**src/hdl/lmd_pkg.sv**
```systemverilog
package lmd_pkg;

   localparam int POS_BITS = 10;
   localparam int CFG_BITS = 11;
   localparam int RAD_BITS = 3;
   localparam int IDX_BITS = 2;

   typedef enum logic [IDX_BITS-1:0] {
      CSR_IMAGE_WIDTH   = 2'd0,
      CSR_IMAGE_HEIGHT  = 2'd1,
      CSR_WINDOW_RADIUS = 2'd2
   } csr_index_type;

   localparam logic [CFG_BITS-1:0] WIDTH_RESET  = 11'd1024;
   localparam logic [CFG_BITS-1:0] HEIGHT_RESET = 11'd1024;
   localparam logic [RAD_BITS-1:0] RADIUS_RESET = 3'd1;

   typedef struct packed {
      logic                centre_valid;
      logic [POS_BITS-1:0] centre_row;
      logic [POS_BITS-1:0] centre_col;
      logic                judge;
      logic                last_of_frame;
   } meta_type;

endpackage

```
**src/hdl/lmd_cell.sv**
```systemverilog
module lmd_cell
   import lmd_pkg::*;
#(
   parameter int PIXEL_BITS = 16,
   parameter int NROWS      = 9,
   parameter int RADW       = 3,
   parameter int IDX        = 0
) (
   input  logic                         clock,
   input  logic                         shift_en,
   input  logic signed [PIXEL_BITS-1:0] col_in  [NROWS],
   output logic signed [PIXEL_BITS-1:0] col_out [NROWS],
   input  logic signed [PIXEL_BITS-1:0] centre,
   input  logic [RADW-1:0]              radius,
   output logic                         hit
);

   logic signed [PIXEL_BITS-1:0] col_ff [NROWS];
   logic [RADW:0]                twice_r;
   logic                         col_used;
   logic                         hits [NROWS];

   // hold one window column, hand it on when a new column enters
   always_ff @(posedge clock) begin
      if (shift_en) begin
         col_ff <= col_in;
      end
   end

   assign col_out  = col_ff;
   assign twice_r  = {radius, 1'b0};
   assign col_used = (RADW+1)'(IDX) <= twice_r;

   always_comb begin
      hit = 1'b0;
      for (int d = 0; d < NROWS; d++) begin
         hits[d] = col_used && ((RADW+1)'(d) <= twice_r)
                   && !((RADW+1)'(IDX) == {1'b0, radius} && (RADW+1)'(d) == {1'b0, radius})
                   && (col_ff[d] >= centre);
         hit = hit | hits[d];
      end
   end

endmodule
```
**config.mk**
```make
export PLATFORM = sky130hd
export DESIGN_NAME = lmd_cell
export DESIGN_NICKNAME = d
export VERILOG_FILES = /design/src/hdl/lmd_pkg.sv /design/src/hdl/lmd_cell.sv
export SDC_FILE = /design/constraint.sdc
export NUM_CORES = 1
export LEC_CHECK = 0
export ABC_CLOCK_PERIOD_IN_PS = 2300
export BUFFER_PORTS_ARGS = -buffer_cell sky130_fd_sc_hd__buf_2
export CORE_ASPECT_RATIO = 1.5
export CORE_MARGIN = 2
export CORE_UTILIZATION = 41
export CTS_BUF_LIST = sky130_fd_sc_hd__clkbuf_8
export CTS_CLUSTER_DIAMETER = 40
export DETAILED_ROUTE_END_ITERATION = 7
export GPL_TIMING_DRIVEN = 0
export MAX_ROUTING_LAYER = met4
export PLACE_DENSITY = 0.73
export SLEW_MARGIN = 20
export SYNTH_ARGS = -nofsm -noshare
export SYNTH_HDL_FRONTEND = slang
export SYNTH_SLANG_ARGS = --single-unit
```
**constraint.sdc**
```tcl
create_clock -name clock -period 2.3 [get_ports clock]
set_input_delay 0.115 -clock clock [delete_from_list [all_inputs] [get_ports clock]]
set_output_delay 0.115 -clock clock [all_outputs]
set_load 0.05 [all_outputs]
```
# Yosys cells after proc, flatten, opt, wreduce, memory -nomap -nowiden
# Cells that the tools add are included.
dict set report word_totals {
  in_bits 165
  output_inout_bits 145
  ff_bits 144
}
dict set report op_classes {
  bitwise_logic 8
  n_lt_le_gt_ge 18
  reduce_logical 41
  eq_ne 7
}
# operator count
set op_table {}
lappend op_table {{16-bit greater-or-equal comparator} 9}
lappend op_table {{1-bit logical AND} 32}
lappend op_table {{3-bit by 4-bit <= comparator with 1-bit output (first input constant)} 4}
lappend op_table {{3-bit == test (first input constant)} 4}
lappend op_table {{1-bit by 4-bit <= comparator with 1-bit output (first input constant)} 2}
lappend op_table {{2-bit by 4-bit <= comparator with 1-bit output (first input constant)} 2}
lappend op_table {{1-bit zero test} 8}
lappend op_table {{1-bit bitwise OR} 8}
lappend op_table {{2-bit by 3-bit == test with 1-bit output (first input constant)} 2}
lappend op_table {{4-bit <= comparator (first input constant)} 1}
lappend op_table {{1-bit by 3-bit == test with 1-bit output (first input constant)} 1}
lappend op_table {{3-bit zero test} 1}

# Depth between registers and ports, before layout
# Gate-level depths: netlist of run 1.
dict set report logic_depth {
  ltp_word 13
  mapped_depth 10
  depth_no_buf 10
}

# Worst setup path before layout of run 1
# OpenSTA, ideal clock, no wires.
dict set report synth_path {
  kind {register to output}
  start {register col_ff, in the netlist col_out[78]}
  end {output port hit}
  path_buffers 0
  setup_slack_ns -0.711
  path_stages_with_launch 9
  arrival_ns 2.896
  cell_sequence {edfxtp_1 > ha_1 > nand4_2 > or4_4 > a21oi_2 > a2111oi_1 > mux2_4 > nor3_2 > o221ai_1}
}
dict set report synth_between {
  elab_chain_cells 7
}
# element line
set synth_rtl {}
lappend synth_rtl {{start, declared} lmd_cell.sv:18} ;# logic signed [PIXEL_BITS-1:0] col_ff [NROWS];
lappend synth_rtl {{start signal, assigned} lmd_cell.sv:26} ;# col_ff <= col_in;
lappend synth_rtl {{16-bit greater-or-equal comparator} lmd_cell.sv:39} ;# && (col_ff[d] >= centre);
lappend synth_rtl {{1-bit logical AND} lmd_cell.sv:39}
lappend synth_rtl {{1-bit bitwise OR (5 in series)} lmd_cell.sv:40} ;# hit = hit | hits[d];
lappend synth_rtl {{end, declared} lmd_cell.sv:15} ;# output logic hit
# No other way between the ends.

# Final worst setup path of run 1
dict set report layout_path {
  start {register col_ff, in the netlist col_out[31]}
  end {output port hit}
}
dict set report layout_between {
  elab_chain_cells 4
}
# element line
set layout_rtl {}
lappend layout_rtl {{16-bit greater-or-equal comparator} lmd_cell.sv:39}
lappend layout_rtl {{1-bit logical AND} lmd_cell.sv:39}
lappend layout_rtl {{1-bit bitwise OR (2 in series)} lmd_cell.sv:40}
# No other way between the ends.

==> results of run 1 <==
power breakdown:
part / internal [mW] / switching [mW]
sequential: 3.13 / 0.152
combinational: 0.729 / 1.36
clock: 0.865 / 1.08
total: 4.72 / 2.59
logic make-up (layout without fill, tap and decap cells):
family	count (synthesis)	count (layout)	synth area share, %
xor gates and xnor gates	1	1	0.1155
muxes	4	4	0.5936
AOI/OAI and AO/OA	114	114	9.383
DFF	144	144	56.99
other	0	3	0
buffers and inverters	29	522	1.435
and+or+nand+nor	107	107	7.734
adders and majority gates	144	144	23.75
worst max-delay path by stage:
stage | to | cells after the start | slack (ns)
6_report | hit | 8 | -0.89
3_3_place_gp | hit | 12 | -0.83
5_1_grt | hit | 11 | -0.98
2_1_floorplan | hit | 8 | -0.32
3_5_place_dp | hit | 12 | -0.81
4_1_cts | hit | 9 | -0.90
what timing repair did:
action / CTS / global route
gates resized for setup: 11 / 5
endpoints found under the hold margin: 144 / 0
gates cloned: 0 / 0
hold buffers: 144 / 0
endpoints found under the setup margin: 1 / 1
setup buffers: 7 / 0
pin swaps: 13 / 0
routing by layer:
| layer | vias to the layer above | track usage, % | wire length [um] |
|---|---|---|---|
| li1 | 3140 | - | - |
| met1 | 3021 | 27.80 | 9145 |
| met2 | 259 | 45.09 | 13140 |
| met3 | 42 | 3.897 | 1197 |
| met4 | 0 | 9.534 | 640 |
| met5 | - | - | 0 |
through the flow:
step	setup TNS, ns	instance area (sq um)
global route	-0.9838	11460
global placement	-74.93	9467
CTS	-0.9022	11420
floorplan	-0.3224	7649
finish	-0.8913	11460
detailed placement	-0.8065	9504
placed cells by master (no fill, tap or decap), types with 2 or more instances in the layout:
cell type and n:
buf_2 307, edfxtp_1 144, dlygate4sd3_1 144, ha_1 140, a21oi_1 53, inv_1 30
nand4_1 28, nand2_1 22, clkbuf_8 17, a21o_1 16, nor2_1 13, nand3_1 11
nor2b_1 8, o21ai_0 7, buf_4 7, o211ai_1 6, a211oi_1 6, nor4_1 6
nor3_1 4, ha_4 4, inv_6 4, clkinv_4 4, diode_2 3, mux2i_1 3
and4_1 3, o21ai_1 3, clkinvlp_4 3, a2111oi_0 2, nand2b_1 2, o21a_1 2
o22ai_1 2, clkinv_2 2, buf_8 2
area by class of cell:
type | instances | area (sq um)
Sequential cell | 144 | 4324
Fill cell | 1352 | 6554
Clock inverter | 15 | 136.4
Inverter | 29 | 108.9
Multi-Input combinational cell | 370 | 3293
Antenna cell | 3 | 7.507
Timing Repair Buffer | 461 | 3088
Clock buffer | 17 | 234.0
Tap cell | 217 | 271.5
==> metrics.txt, run 1 <==
hold endpoint col_out[22]$_DFFE_PP_; final slew viol count 0; failing checks negative setup slack; die height 170.6 um; Worst setup SP type flip-flop; clk sink count 144; Clk pin slew, worst setup/hold paths 0.09 ns; hold_sp shift_en; All-Layer GR Usage 25.12%; Yosys cell types 44; Avg Vias per Cell 5.145; Net Count, Synth 852; Buffers on Ports 309; CP Class flip-flop to output pin; Fmax 313.4 MHz; die area 19630 sq um; Mapped Cells 543; most common library cells after synthesis edfxtp_1 (144), ha_1 (144), a21oi_1 (54); Die Wd 115.1 um; final core occ 63.63%; final critical-path share of the clock period 138.8%; routed len/inst 19.21 um; DR iter-0 viols 353; Buf/Inv on CP 1; post-route ant nets 0; Area contributors post-synth edfxtp_1 (57%), ha_1 (24%), a21oi_1 (3.6%), nand4_1 (2.3%), a21o_1 (1.6%); Rows 60; antenna violations before repair 2; share of post-route cells with drive strength above 1 35.33%; CTS root buffer clkbuf_8; GPL Wtd Cong 0.8271; Power Density 637.4 nW/um^2; fin nets 1332; outcome finished with violations; LEAKAGE 5.197 nW; Power, Total 7.307 mW; via count 6462; Yosys warning count 0; placed cells 1070; first-pass GRT wire length 35490 um; Layout Cells excl Fill 1256; EDFF count, synth 144; hold_ws 0.1147 ns; Min-Delay Path Class input port to flip-flop; CP max FO 4; slowest cell on the critical path a2111oi_0; final hold violations 0; slowest cell delay on critical path 0.63 ns; RSZ-0062 raised after global routing yes; Largest register FFs 144; CTS tree built; total gr overflow 0; Slew headroom 52.46%; Worst-Margin Slew 0.6951 ns; Core Box Area 18020 sq um; Top FF cell, synth edfxtp_1; Worst Slack Setup Final -0.8913 ns; Max rail drop VDD 0.4203 mV; CP Capture Type output pin; pre-CTS WS -0.8065 ns; Crit path max-delay family compound AO/OA/AOI/OAI gates; clock buffer count from CTS 17; Req. time, crit path 2.18 ns; H-tree depth 4; largest net degree at the start of global routing 83; final setup fails 1; min cycle time layout 3.191 ns; biggest area consumer among synthesized cells edfxtp_1; Hold Path Cell Cnt 1; Synth Cell Area 7587 sq um; share of the synthesized area in the top cell type 56.99%; Seq/Total Area, Yosys 56.99%; IO Count 310; area delta synth->final 51.09%; crit-path cells ha_1 > nand4_1 > a2111oi_0 > nor4_1 > mux2i_1 > o2111a_1 > o221ai_4 > buf_8; crit path DAT 3.08 ns; drt pass-1 iters 5; max cap viols 0; post-synthesis register bit count 144; HPWL after DPL 17030 um; Mapped Avg Cell Area 13.97 sq um; vias in the first global route 6774; Max clock buf depth 2; WL final 24130 um; Starting Density 42.11%; asr flop ratio synth 0%; Setup crit start col_out[31]$_DFFE_PP_; drt drc 0
No activity file was read; power rests on OpenSTA's default activity.
==> run 2: changes to the inputs <==
--- a/config.mk
+++ b/config.mk
@@ -7,3 +7,3 @@
 export LEC_CHECK = 0
-export ABC_CLOCK_PERIOD_IN_PS = 2300
+export ABC_CLOCK_PERIOD_IN_PS = 3600
 export BUFFER_PORTS_ARGS = -buffer_cell sky130_fd_sc_hd__buf_2
==> constraint.sdc (replaced) <==
create_clock -name clock -period 3.6 [get_ports clock]
set_input_delay 0.36 -clock clock [delete_from_list [all_inputs] [get_ports clock]]
set_output_delay 0.36 -clock clock [all_outputs]
set_load 0.005 [all_outputs]
==> run 2 against run 1 <==
Sequential power fell by 36%. Non-clock buffer count fell by 149. Wire length fell by 13%. Flip-flop and latch count did not move. Combinational power fell by 66%. Critical endpoint unchanged. Clock power fell by 29%. Cell count fell by 12%. First-iteration DRC count fell by 36%. Global-route usage fell by 3.6 points. Sequential share of layout area rose by 6.0 points. The flow now finishes without violations.
==> metrics.txt, run 2 (synthesis results as in run 1) <==
Req. time, crit path 3.24 ns; Min-Delay Path Class input port to flip-flop; final critical-path share of the clock period 95.37%; CP Capture Type output pin; area delta synth->final 30.47%; final core occ 54.94%; Final Cell Area 9899 sq um; GPL Wtd Cong 0.8335; final hold violations 0; drt pass-1 iters 4; min cycle time layout 3.433 ns; CTS root buffer clkbuf_8; All-Layer GR Usage 21.55%; Crit path max-delay family simple AND/OR/NAND/NOR gates; crit-path cells ha_1 > nand4_1 > or3_1 > a21oi_2 > nor4_1 > mux2i_1 > nand4_1 > nor3_2 > o221ai_1 > buf_2; via count 5721; max cap viols 0; HPWL after DPL 17050 um; Avg Vias per Cell 5.173; clock buffer count from CTS 17; outcome completed; Worst setup SP type flip-flop; Slew headroom 52.92%; slowest cell delay on critical path 0.44 ns; Largest register FFs 144; Buf/Inv on CP 1; Max rail drop VDD 0.3634 mV; antenna violations before repair 2; fin nets 1183; Max clock buf depth 2; die height 170.6 um; pre-CTS WS 0.1758 ns; DR iter-0 viols 227; vias in the first global route 5751; commonest cells after routing, fill and taps aside buf_2 (308), edfxtp_1 (144), ha_1 (143); die area 19630 sq um; IO Count 310; slowest cell on the critical path or3_1; H-tree depth 4; hold buffer count at cts 0; total gr overflow 0; final slew viol count 0; Core Box Area 18020 sq um; CP most frequent cell nand4_1; Placed Area 9443 sq um; first-pass GRT wire length 30280 um; commonest non-fill, non-tap cell in the layout buf_2; CP Class flip-flop to output pin; clk sink count 144; CP max FO 3; Clk pin slew, worst setup/hold paths 0.10 ns; Buffers on Ports 309; Power Density 421.7 nW/um^2; Fmax 291.3 MHz; drt drc 0; RSZ-0062 raised after global routing no; setup TNS after final layout 0 ns; Die Wd 115.1 um; crit path DAT 3.07 ns; Starting Density 42.11%; CTS tree built; LEAKAGE 4.570 nW; final setup fails 0; largest net degree at the start of global routing 74; Rows 60; Worst Slack Setup Final 0.1666 ns; Worst-Margin Slew 0.6883 ns; routed len/inst 18.87 um; WL final 20870 um; post-route ant nets 0; share of post-route cells with drive strength above 1 39.68%
run 2: cell types whose count changed in the layout (fill, tap and decap cells not counted), moves of 2 or more:
cell	previous run	this run
clkinv_4	4	0
ha_4	4	1
dlygate4sd3_1	144	0
a2111oi_0	2	4
ha_1	140	143
bufinv_16	1	3
buf_4	7	2
run 2: routing by layer:
| metal | vias up | track usage, % | part of all wire, % |
|---|---|---|---|
| met5 | - | - | 0 |
| li1 | 2842 | - | - |
| met2 | 194 | 37.98 | 54 |
| met4 | 0 | 7.386 | 1.9 |
| met1 | 2660 | 24.67 | 40 |
| met3 | 25 | 3.578 | 4.5 |
run 2: final timing paths:
path | startpoint | end | slack (ns) | cells after the start
setup / recovery | col_out[123]$_DFFE_PP_ | hit | 0.17 | 10
hold / removal | col_in[24] | col_out[24]$_DFFE_PP_ | 0.07 | 1
run 2: where the power goes:
part,switching [mW],internal (mW)
clock,0.673,0.695
combinational,0.375,0.342
sequential,0.0913,2.00
run 2: repair_timing:
item,4_1_cts,5_1_grt
gates resized for setup,0,3
gates cloned,0,0
setup endpoints to repair,1,1
pin swaps,2,3
setup buffers,0,2
run 2: through the flow:
step | instances | hold WS [ns] | total power [mW]
detailed placement | 1070 | 0.5381 | 2.843
global placement | 1069 | 0.5359 | 2.817
CTS | 1102 | 0.04165 | 4.216
floorplan | 543 | 0.4589 | 2.458
finish | 1106 | 0.06979 | 4.174
global route | 1106 | 0.04040 | 4.383
run 2: area by class of cell:
class / instances / area [sq um]
Sequential cell: 144 / 4324
Multi-Input combinational cell: 370 / 3176
Timing Repair Buffer: 312 / 1599
Clock inverter: 15 / 181.4
Fill cell: 1547 / 8118
Antenna cell: 2 / 5.005
Tap cell: 217 / 271.5
Inverter: 29 / 108.9
Clock buffer: 17 / 234.0
